--- config.mk ---
export PLATFORM = sky130hd
export DESIGN_NAME = bmm_front
export DESIGN_NICKNAME = d
export VERILOG_FILES = /design/src/rtl/bmm_pkg.sv /design/src/rtl/bmm_front.sv
export SDC_FILE = /design/constraint.sdc
export NUM_CORES = 1
export LEC_CHECK = 0
export ABC_AREA = 1
export BUFFER_PORTS_ARGS = -buffer_cell sky130_fd_sc_hd__buf_2
export CAP_MARGIN = 40
export CELL_PAD_IN_SITES_DETAIL_PLACEMENT = 1
export CELL_PAD_IN_SITES_GLOBAL_PLACEMENT = 1
export CORE_MARGIN = 1
export CORE_UTILIZATION = 41
export CTS_CLUSTER_DIAMETER = 100
export CTS_CLUSTER_SIZE = 28
export DETAILED_ROUTE_END_ITERATION = 16
export PLACE_DENSITY = 0.82
export SETUP_SLACK_MARGIN = 0.3
export SLEW_MARGIN = 15
export SYNTH_ARGS = -nofsm -noshare
export SYNTH_HDL_FRONTEND = slang
export SYNTH_SLANG_ARGS = --single-unit
--- constraint.sdc ---
create_clock -name clk -period 3.2 [get_ports clk]
set_clock_uncertainty 0.1 [all_clocks]
set_input_delay 0.64 -clock clk [delete_from_list [all_inputs] [get_ports clk]]
set_output_delay 0.64 -clock clk [all_outputs]
set_load 0.005 [all_outputs]
--- src/rtl/bmm_pkg.sv ---
package bmm_pkg;

    localparam int MAX_DIM_DEF = 64;
    localparam int ELEM_W      = 16;
    localparam int PROD_W      = 40;
    localparam int DIM_W       = 7;
    localparam int IDX_W       = 6;

    localparam logic [1:0] MODE_WR_A   = 2'd0;
    localparam logic [1:0] MODE_WR_B   = 2'd1;
    localparam logic [1:0] MODE_COMPUTE = 2'd2;
    localparam logic [1:0] MODE_RD_C   = 2'd3;

    localparam logic [1:0] ST_READ = 2'd0;
    localparam logic [1:0] ST_DONE = 2'd1;
    localparam logic [1:0] ST_OOR  = 2'd2;

    typedef struct packed {
        logic [1:0]               mode;
        logic [IDX_W-1:0]         row;
        logic [IDX_W-1:0]         column;
        logic signed [ELEM_W-1:0] element;
    } in_item_t;

    typedef struct packed {
        logic [1:0]               status;
        logic signed [PROD_W-1:0] product_element;
    } out_item_t;

    // Classified command handed from front to back.
    typedef struct packed {
        logic [1:0]               op;
        logic                     oor;
        logic [IDX_W-1:0]         row;
        logic [IDX_W-1:0]         column;
        logic signed [ELEM_W-1:0] element;
        logic [DIM_W+1:0]         side;
    } cmd_t;

endpackage

--- src/rtl/bmm_front.sv ---
module bmm_front #(
    parameter int MAX_DIM = bmm_pkg::MAX_DIM_DEF,
    parameter int SIDE_W  = $clog2(MAX_DIM + 1)
) (
    input  logic               clk,
    input  logic               rst_n,
    input  bmm_pkg::in_item_t  in_item,
    input  logic               in_valid,
    output logic               in_ready,
    input  logic [SIDE_W-1:0]  side,
    output bmm_pkg::cmd_t      cmd,
    output logic               cmd_valid,
    input  logic               cmd_ready
);
    // Two-entry queue of classified commands.
    bmm_pkg::cmd_t q_reg [2];
    logic          wp_reg, rp_reg;
    logic [1:0]    cnt_reg;
    bmm_pkg::cmd_t c;
    logic          push, pop;

    assign in_ready  = (cnt_reg != 2'd2);
    assign cmd_valid = (cnt_reg != 2'd0);
    assign cmd       = q_reg[rp_reg];
    assign push      = in_valid && in_ready;
    assign pop       = cmd_valid && cmd_ready;

    always_comb
    begin
        c         = '0;
        c.op      = in_item.mode;
        c.row     = in_item.row;
        c.column  = in_item.column;
        c.element = in_item.element;
        c.side    = (bmm_pkg::DIM_W+2)'(side);
        c.oor     = (in_item.mode != bmm_pkg::MODE_COMPUTE) &&
                    ((32'(in_item.row) >= 32'(side)) || (32'(in_item.column) >= 32'(side)));
    end

    always_ff @(posedge clk)
    begin
        if (push)
        begin
            q_reg[wp_reg] <= c;
        end
    end

    always_ff @(posedge clk or negedge rst_n)
    begin
        if (!rst_n)
        begin
            wp_reg  <= 1'b0;
            rp_reg  <= 1'b0;
            cnt_reg <= 2'd0;
        end
        else
        begin
            if (push) wp_reg <= ~wp_reg;
            if (pop)  rp_reg <= ~rp_reg;
            cnt_reg <= cnt_reg + 2'(push) - 2'(pop);
        end
    end

    assert property (@(posedge clk) disable iff (!rst_n) cnt_reg != 2'd3)
        else $error("queue count overflow");
    assert property (@(posedge clk) disable iff (!rst_n)
        (cnt_reg == 2'd2) |-> !in_ready)
        else $error("full queue accepts");
    assert property (@(posedge clk) disable iff (!rst_n)
        (cnt_reg == 2'd0) |=> !pop || $past(push))
        else $error("pop from empty queue");
endmodule

==> metrics.md, run 1 <==
| Metric | Value |
|---|---|
| Via density per instance | about 4.7 |
| Worst path max stage delay | ~0.5 ns |
| GRT met2 Usage | about 33% |
| Total global-route track usage | roughly a fifth |
| Synthesized instance count | 284 |
| Reg clk slew, reported paths | 0.08 ns |
| Worst slew pin tran | slightly below 0.7 ns |
| CP Buf/Inv Count | 2 |
| Core area | 7810 um2 |
| Port Buffers | 80 |
| I/O Pins | just over 80 |
| # DRC | 0 |
| Max Freq | ~430 MHz |
| Slew Viols, Final | 0 |
| Synth Register Bits | 80 |
| Share of the clock period used by the worst path after layout | about 73% |
| Total CTS buffers | 9 |
| Area contributors post-synth | edfxtp_1 68%, nand2_1 15%, ha_1 5.3% |
| Worst VDD drop | 0.246 mV |
| Initial core utilization | 42.7% |
| CP max FO | 39 |
| Die X | ~92 um |
| Yosys warns | 0 |
| Post-cts resize count | 0 |
| WL/cell | ~15 um |
| Clock sink count | 80 |
| Setup Crit Path Kind | register to output pin |
| Core Rows | 32 |
| Critical path arrival | ~1.6 ns |
| Crit path max-delay family | buffers and inverters |
| Final ANT Viol Nets | 0 |
| Via count | approximately 2200 |
| First-pass GRT wire length | approximately 12000 um |
| Seq/Total Area, Yosys | 71.4% |
| Clk Latency, worst-skew pair | between 0.3 and 0.4 ns |
| Synth top area share | between 60% and 70% |
| # diodes | 0 |
| H-tree Lvls | 3 |
| Data required, critical path | between 2 and 2.5 ns |
| Status | finished, final reports clean |
| P_leak | 1.85 nW |
| Final wirelength | roughly 7400 um |
| Most frequent CP cell | nand2_1 |
| Sw frac | 33.3% |
| PwrDens | 808 nW/um2 |
| Grt total ovfl | 0 |
| Worst hold slack | 0.386 ns |
| Slew Limit Headroom | a little under three fifths |
| Comb power frac | 32.7% |
| DRT iter0 DRCs | 53 |
| Setup TNS Final | 0 ns |
| Layout cells sized above 1 | about a quarter |
| NetSw | around 1.1 mW |
| Largest net degree at the start of global routing | 40 |
| Max-cap violations | 0 |
| CTS max path bufs | 2 |
| Area Growth Syn to Fin | 21.0% |
| Netlist cell types | 20 |
| Seq pwr share | 46.1% |
| Met1 usage in global routing | between 20% and 30% |
| GRT met3 Usage | ~3.4% |
| Clock share of power | between 20% and 30% |
| Antenna violations before repair | 0 |
| Hold Path Class | input port to register |
| Gp weighted congestion | roughly 0.73 |
| Setup bufs post-CTS | 0 |
| Average cell area after synthesis | 11.7 um2 |
| Slowest library cell on the worst path | inv_2 |
| Max reg flops | 76 |
| Mapped Area | between 3000 and 4000 um2 |
| Critical Path Source Type | register |
| Setup Viol. Count Final | 0 |
| Die ar. | around 8500 um2 |
| CTS tree | yes |
| Minimum clock period | around 2.3 ns |
| Root Driver | clkbuf_8 |
| Most Crowded Layer GR | met2 |
| Critical-path cell list | inv_2 -> nand2_1 -> nand2_1 -> buf_2 |
| Synth area leader | edfxtp_1 |
| Die Ht | approximately 92 um |
| RSZ-0062 raised after global routing | false |
| Final HPWL DP | around 5200 um |
| Hold Fails Final Rpt | 0 |
| Vias in the first global route | roughly 2500 |
| Drt pass-1 iters | 4 |
| Internal power | around 2.2 mW |
| NumNets Final | around 430 |
| Worst Setup End Kind | output pin |
[metal layers]
| metal | share of wire, % | vias up | wire (um) |
|---|---|---|---|
| li1 | - | 1100 | - |
| met1 | 43 | 1069 | 3190 |
| met2 | 51 | 58 | 3740 |
| met3 | 3.8 | 14 | 282 |
| met4 | 2.2 | 0 | 160 |
| met5 | 0 | - | 0 |
[final cells by class]
cell class	instances	area (um2)
fill	878	3770
sequential	80	2380
multi-input combinational	174	823
timing repair buffer	84	445
clock buffer	11	131
tap	102	128
inverter	21	78.8
clock inverter	5	47.5
[cell families after synthesis]
kind of cell	count (synthesis)	synth area share, %
AOI/OAI and AO/OA	5	0.825
xor gates and xnor gates	3	0.788
adders and majority gates	14	5.25
other	1	0.112
DFF	80	71.4
and+or+nand+nor	150	17.1
buffers and inverters	31	4.46
[power by group through the flow]
| stage | Sequential, mW | Clock, mW | Combinational (mW) |
|---|---|---|---|
| finish | 1.50 | 0.689 | 1.07 |
| global placement | 1.51 | 0 | 1.04 |
| floorplan | 1.51 | 0 | 0.624 |
| CTS | 1.51 | 0.705 | 1.09 |
| global route | 1.53 | 0.741 | 1.21 |
| detailed placement | 1.53 | 0 | 1.09 |
[stage by stage]
stage | power [mW] | util, % | instances | worst slack (ns) | cell area, um2
5_1_grt | 3.48 | 51.7 | 477 | 0.696 | 4040
3_5_place_dp | 2.62 | 49.3 | 460 | 1.05 | 3850
2_1_floorplan | 2.14 | - | 285 | 0.309 | 3340
6_report | 3.26 | 51.7 | 477 | 0.856 | 4040
3_3_place_gp | 2.55 | 49.3 | 460 | 1.10 | 3850
4_1_cts | 3.30 | 51.7 | 477 | 0.832 | 4040
[layout by cell type (no fill, tap or decap), types with 3 or more instances in the layout]
cell type	instances
nor2_1	6
clkbuf_8	9
nand3_1	3
inv_1	20
nand2_1	137
buf_2	80
dfrtp_1	4
ha_1	14
edfxtp_1	76
[cells in the mapped netlist]
cell,n
conb_1,1
nor3b_1,1
ha_1,14
nor2_1,8
nor3_1,1
xor2_1,2
dfrtp_1,4
buf_6,1
inv_2,1
buf_2,2
buf_4,6
xnor2_1,1
clkbuf_1,1
edfxtp_1,76
inv_1,20
o21bai_1,1
nand3_1,3
o21ai_0,2
nand2_1,137
a21oi_1,2
[final timing paths]
| check | start | to | slack (ns) | cells past startpoint |
|---|---|---|---|---|
| max in group asynchronous | rst_n | cnt_reg[0] | 2.34 | 2 |
| worst min-delay path | in_item[4] | q_reg[0][11] | 0.39 | 1 |
| worst max-delay path | rp_reg | cmd[31] | 0.86 | 4 |
| min in group asynchronous | rst_n | cnt_reg[1] | 0.53 | 2 |
| worst min register to register | cnt_reg[0] | cnt_reg[0] | 0.41 | 1 |
| worst max register to register | cnt_reg[0] | q_reg[0][3] | 1.29 | 5 |
[repair_timing]
action                     4_1_cts  5_1_grt
hold endpoints to repair         4        0
setup endpoints to repair        0        0
hold buffers                     1        0
No activity file was read; power rests on OpenSTA's default activity.
==> inputs of run 2 (changes only) <==
Settings changed: CORE_UTILIZATION 41 to 37, PLACE_DENSITY 0.82 to 0.78.
Clock period 3.2 ns to 2.1 ns, I/O delays scaled along.
==> run 2 against run 1 <==
Against the previous run:
- critical path depth rose by 1
- global-route usage shrank 2.9 points
- hold slack worse by 0.22 ns
- die area increased by 11%
- clock power increased by 54%
- power grew 72%
- utilization decreased by 2.3 points
- highest routed layer unchanged
- first-iteration DRC count increased by 34%
- sequential share of layout area decreased by 3.7 points
- via count up 1.7%
- routed wire length rose by 7.5%
- largest power group unchanged
==> metrics.md, run 2 (synthesis results as in run 1) <==
| Metric | Value |
|---|---|
| Max reg flops | 76 (unchanged) |
| Critical path arrival | 1.36 ns (-0.24 ns) |
| WL/cell | 16.1 um (+3.8%) |
| Final wirelength | 7940 um (+7.5%) |
| Drt pass-1 iters | 4 (unchanged) |
| RSZ-0062 raised after global routing | true |
| Most frequent cells in the layout | 129 x nand2_1, 79 x buf_2, 76 x edfxtp_1 |
| Post-route cell area | 4310 um2 (+6.7%) |
| Critical Path Source Type | register |
| Antenna violations before repair | 0 (unchanged) |
| Seq pwr share | 41.1% (-5.0 points) |
| Most frequent CP cell | nand2_1 |
| PwrDens | 1300 nW/um2 (+61%) |
| Most Crowded Layer GR | met2 |
| Max-cap violations | 0 (unchanged) |
| Slowest library cell on the worst path | dfrtp_2 |
| Setup TNS Final | 0 ns (unchanged) |
| Largest net degree at the start of global routing | 39 (-2.5%) |
| Die X | 97.0 um (+5.2%) |
| Hold Path Class | input port to register |
| Minimum clock period | between 1.5 and 2 ns |
| Via density per instance | 4.61 (-1.8%) |
| NetSw | 1.87 mW (+72%) |
| Pwr Total | 5.59 mW (+72%) |
| H-tree Lvls | 3 (unchanged) |
| # DRC | 0 (unchanged) |
| Hold Fails Final Rpt | 0 (unchanged) |
| P_leak | 1.96 nW (+6.1%) |
| Core area | 8720 um2 (+12%) |
| Area of placed instances | 3880 um2 (+0.78%) |
| Layout cells sized above 1 | 31.1% (+5.0 points) |
| Setup WS pre-CTS | 0.269 ns (-0.778 ns) |
| Via count | 2278 (+1.7%) |
| Worst Setup End Kind | output pin |
| Final core occ | 49.4% (-2.3 points) |
| Area Growth Syn to Fin | 29.1% |
| Met1 usage in global routing | 19.5% (-3.3 points) |
| Worst VDD drop | 0.392 mV (+59%) |
| Data required, critical path | 1.58 ns (-0.88 ns) |
| Setup Viol. Count Final | 0 (unchanged) |
| Worst path max stage delay | 0.45 ns (-0.05 ns) |
| Placed insts | 469 (+2.0%) |
| Internal power | 3.72 mW (+71%) |
| Total CTS buffers | 9 (unchanged) |
| Status | finished, final reports clean |
| Comb power frac | 39.9% (+7.2 points) |
| First-pass GRT wire length | 11400 um (-3.6%) |
| Commonest non-fill, non-tap cell in the layout | nand2_1 |
| Clk Latency, worst-skew pair | 0.34 ns (about the same) |
| I/O Pins | 83 (unchanged) |
| Gp weighted congestion | 0.726 (-0.75%) |
| Sw frac | 33.4% (+0.081 points) |
| Port Buffers | 80 (unchanged) |
| Root Driver | clkbuf_8 |
| Max Freq | roughly 530 MHz |
| Reg clk slew, reported paths | 0.08 ns (about the same) |
| Clock share of power | 19.0% (-2.1 points) |
| Die ar. | 9400 um2 (+11%) |
| Final ANT Viol Nets | 0 (unchanged) |
| Final HPWL DP | 5130 um (-1.5%) |
| Initial core utilization | 38.2% (-4.5 points) |
| CTS max path bufs | 2 (unchanged) |
| Critical-path cell list | buf_12 -> clkbuf_16 -> nand2_1 -> nand2_1 -> buf_2 |
| CP max FO | 10 (-74%) |
| Share of the clock period used by the worst path after layout | 89.7% |
| Grt total ovfl | 0 (unchanged) |
| Setup Crit Path Kind | register to output pin |
| NumNets Final | 436 (+2.6%) |
| Worst hold slack | 0.166 ns (-0.220 ns) |
| FF+latch area | 2380 um2 (about the same) |
| DRT iter0 DRCs | 71 (+34%) |
| Die Ht | 97.0 um (+5.2%) |
| Fill count | 956 (+8.9%) |
| # diodes | 0 (unchanged) |
| Total global-route track usage | 16.0% (-2.9 points) |
| Vias in the first global route | 2325 (-6.1%) |
| Core Rows | 34 (+6.3%) |
| Slew Viols, Final | 0 (unchanged) |
| Area of the multi-input gates | 843 um2 (+2.4%) |
| Finished Layout Cells | 494 (+3.6%) |
| Clock sink count | 80 (unchanged) |
| Worst Setup Slack, final | 0.216 ns (-0.640 ns) |
| GRT met3 Usage | 2.89% (-0.51 points) |
| CTS tree | yes |
| GRT met2 Usage | 28.0% (-4.8 points) |
-- run 2: cell types whose count changed in the layout (fill, tap and decap cells not counted), moves of 2 or more --
| cell | delta |
|---|---|
| nand2_2 | +8 |
| buf_12 | +2 |
| clkinvlp_4 | +2 |
| buf_16 | +2 |
| clkbuf_16 | +4 |
| buf_4 | +2 |
| buf_6 | +2 |
| nand2_1 | -8 |
| clkbuf_1 | -2 |
-- run 2: path summary, 6_finish.rpt --
| check | startpoint | to | slack (ns) | cells past startpoint |
|---|---|---|---|---|
| max | rp_reg | cmd[0] | 0.22 | 5 |
| min reg2reg | cnt_reg[0] | cnt_reg[0] | 0.42 | 1 |
| min | in_item[15] | q_reg[0][22] | 0.17 | 1 |
| max reg2reg | cnt_reg[0] | cnt_reg[1] | 0.44 | 8 |
| min in group asynchronous | rst_n | rp_reg | 0.31 | 2 |
| max in group asynchronous | rst_n | rp_reg | 1.46 | 2 |
-- run 2: area by class of cell --
| class | count | area share (%) |
|---|---|---|
| sequential | 80 | 55.4 |
| multi-input combinational | 174 | 19.6 |
| timing repair buffer | 95 | 15.6 |
| tap | 108 | 3.14 |
| clock buffer | 9 | 2.88 |
| inverter | 21 | 1.95 |
| clock inverter | 7 | 1.45 |
-- run 2: routing by layer --
metal  wire length (um)  part of all wire (%)
met2               4160                    52
met4                104                   1.3
met5                  0                     0
met3                224                   2.8
met1               3440                    43
-- run 2: worst max-delay path: cells and delay by family, from the launching register on --
kind,cells,cell delay [ns]
flip-flops,1,0.45
buffers and inverters,3,0.45
AND/OR/NAND/NOR,2,0.12
-- run 2: what timing repair did --
item,4_1_cts,5_1_grt
cloned,1,5
gates resized for setup,6,14
hold endpoints to repair,4,0
hold buffers,1,0
pin swaps,0,1
setup endpoints to repair,38,39
setup buffers,1,1
-- run 2: power by group through the flow --
stage / Clock (mW) / Combinational, mW / Sequential, mW
floorplan: 0 / 0.957 / 2.30
global placement: 0 / 1.68 / 2.30
detailed placement: 0 / 1.73 / 2.32
CTS: 1.09 / 1.87 / 2.29
global route: 1.16 / 2.46 / 2.33
finish: 1.06 / 2.23 / 2.30
==> inputs of run 3 (changes only) <==
Settings changed: CORE_UTILIZATION 37 to 25, PLACE_DENSITY 0.78 to 0.57.
Clock period 2.1 ns to 1.5 ns, I/O delays scaled along.
==> run 3 against run 2 <==
Against the previous run:
- critical path type is now register to register
- hold slack got worse by 0.10 ns
- final cell count rose by 20%
- non-clock buffer count rose by 39
- cell area rose by 25%
- utilization fell by 7.4 points
- combinational power rose by 100%
- count of clock-buffer cells in the layout rose by 1
- the run now ends with setup timing left
- largest power group is now combinational cells
- flip-flop and latch count did not move
==> metrics.md, run 3 (synthesis results as in run 1) <==
| Metric | Value |
|---|---|
| Core area | 12800 um2 (+47%) |
| FF+latch area | 2380 um2 (unchanged) |
| Commonest non-fill, non-tap cell in the layout | nand2_1 |
| Area Growth Syn to Fin | 61.3% |
| Worst hold slack | 0.0608 ns (-0.105 ns) |
| Total CTS buffers | 9 (unchanged) |
| Hold Path Class | input port to register |
| Clock sink count | 80 (unchanged) |
| Vias in the first global route | 2646 (+14%) |
| Worst Setup End Kind | register |
| # diodes | 0 (unchanged) |
| Final HPWL DP | 5400 um (+5.3%) |
| RSZ-0062 raised after global routing | true |
| Largest net degree at the start of global routing | 39 (unchanged) |
| Final wirelength | 9700 um (+22%) |
| Via count | 2479 (+8.8%) |
| I/O Pins | 83 (unchanged) |
| Worst Setup Slack, final | -0.243 ns (-0.459 ns) |
| NumNets Final | 475 (+8.9%) |
| DRT iter0 DRCs | 85 (+20%) |
| Grt total ovfl | 0 (unchanged) |
| CP Buf/Inv Count | 5 (+2) |
| Critical path arrival | 1.69 ns (+0.33 ns) |
| Share of the clock period used by the worst path after layout | 116% |
| Max Freq | about 570 MHz |
| Crit path max-delay family | buffers and inverters |
| Area of the multi-input gates | 1130 um2 (+34%) |
| Violated checks | setup timing |
| Port Buffers | 80 (unchanged) |
| First-pass GRT wire length | 14300 um (+26%) |
| Via density per instance | 4.17 (-9.6%) |
| Gp weighted congestion | 0.692 (-4.7%) |
| Hold Fails Final Rpt | 0 (unchanged) |
| Total global-route track usage | 14.0% (-2.0 points) |
| Final ANT Viol Nets | 0 (unchanged) |
| Core Rows | 41 (+21%) |
| Slew Viols, Final | 0 (unchanged) |
| Worst VDD drop | 0.642 mV (+64%) |
| Clk Latency, worst-skew pair | 0.33 ns (about the same) |
| # DRC | 0 (unchanged) |
| PwrDens | 1850 nW/um2 (+43%) |
| P_leak | 2.32 nW (+18%) |
| Layout cells sized above 1 | 50.4% (+19 points) |
| Minimum clock period | about 1.7 ns |
| Setup Viol. Count Final | 118 (+118) |
| WL/cell | 16.3 um (+1.5%) |
| Critical Path Source Type | register |
| Area of placed instances | 4280 um2 (+10%) |
| Setup Crit Path Kind | register to register |
| Initial core utilization | 26.0% (-12 points) |
| Post-route cell area | 5380 um2 (+25%) |
| Max-cap violations | 0 (unchanged) |
| Root Driver | clkbuf_16 |
| CTS tree | yes |
| Fill count | 1367 (+43%) |
| H-tree Lvls | 3 (unchanged) |
| Status | finished, violations left |
| Worst path max stage delay | 0.40 ns (-0.05 ns) |
| Die ar. | 13800 um2 (+47%) |
| Most frequent CP cell | buf_6 |
| Most frequent cells in the layout | 105 x nand2_1, 76 x edfxtp_1, 68 x buf_2 |
| Die Ht | 118 um (+21%) |
| Max reg flops | 76 (unchanged) |
| Die X | 118 um (+21%) |
| Drt pass-1 iters | 4 (unchanged) |
| Antenna violations before repair | 0 (unchanged) |
| Reg clk slew, reported paths | 0.06 ns (-0.02 ns) |
| Slowest library cell on the worst path | dfrtp_1 |
| CP max FO | 7 (-3) |
| CTS max path bufs | 2 (unchanged) |
| Critical-path cell list | buf_6 -> nand2_4 -> nand2_4 -> buf_6 -> nor2_4 -> buf_6 -> buf_6 -> buf_16 |
| Data required, critical path | 1.45 ns (-0.13 ns) |
run 3: cell count changes in the layout (fill, tap and decap cells not counted), moves of 13 or more:
cell,change
ha_4,+13
nand2_1,-24
nand2_2,+16
ha_1,-13
buf_6,+32
inv_1,-14
run 3: final timing paths:
kind	slack [ns]	cells past startpoint	to	start
worst min register to register	0.51	2	wp_reg	wp_reg
max in group asynchronous	0.96	2	rp_reg	rst_n
worst max-delay path	-0.24	8	q_reg[1][27]	cnt_reg[1]
min in group asynchronous	0.21	2	cnt_reg[1]	rst_n
worst min-delay path	0.06	1	q_reg[1][21]	in_item[14]
worst max register to register	-0.24	8	q_reg[1][27]	cnt_reg[1]
run 3: layout make-up:
type,instances,area share (%)
Sequential cell,80,44.3
Clock buffer,10,4.26
Tap cell,172,4.00
Timing Repair Buffer,134,23.0
Multi-Input combinational cell,174,21.0
Inverter,21,2.12
Clock inverter,4,1.33
run 3: worst reg2reg max path, cell delays in order (launching register included):
cell     delay (ns)
dfrtp_1        0.40
buf_6          0.13
nand2_4        0.07
nand2_4        0.07
buf_6          0.13
nor2_4         0.18
buf_6          0.16
buf_6          0.11
buf_16         0.12
run 3: report_power, final:
part / switching [mW] / leakage, nW / total (mW) / internal (mW)
Clock: 0.831 / 0.142 / 2.26 / 1.43
Sequential: 0.189 / 0.751 / 3.25 / 3.06
Combinational: 2.15 / 1.43 / 4.46 / 2.31
Total: 3.17 / 2.32 / 9.98 / 6.80
run 3: what timing repair did:
action                                  CTS  global route
endpoints found under the setup margin  121           122
hold buffers                              1             0
hold endpoints to repair                  4             0
pin swaps                                 8            25
resized for setup                        47            64
cloned                                    8             2
buffers inserted                         18             4
run 3: stage by stage:
step	util (%)	total power, mW	setup TNS [ns]	setup slack (ns)	std cells
CTS	39.6	9.56	-15.81	-0.230	589
finish	42.0	9.98	-18.43	-0.243	595
global placement	33.4	5.97	-2.34	-0.104	548
floorplan	-	4.66	-10.30	-0.150	285
detailed placement	33.4	6.08	-3.84	-0.191	548
global route	42.0	10.5	-25.71	-0.311	595
run 3: metal layers:
layer  share of wire [%]  vias up  wire length [um]  global-route usage (%)
li1                    -     1205                 -                       -
met1                  43     1211              4130                    17.2
met2                  51       56              4940                    23.8
met3                 5.4        7               528                    3.83
met4                0.98        0                95                    4.57
met5                   0        -                 0                       0
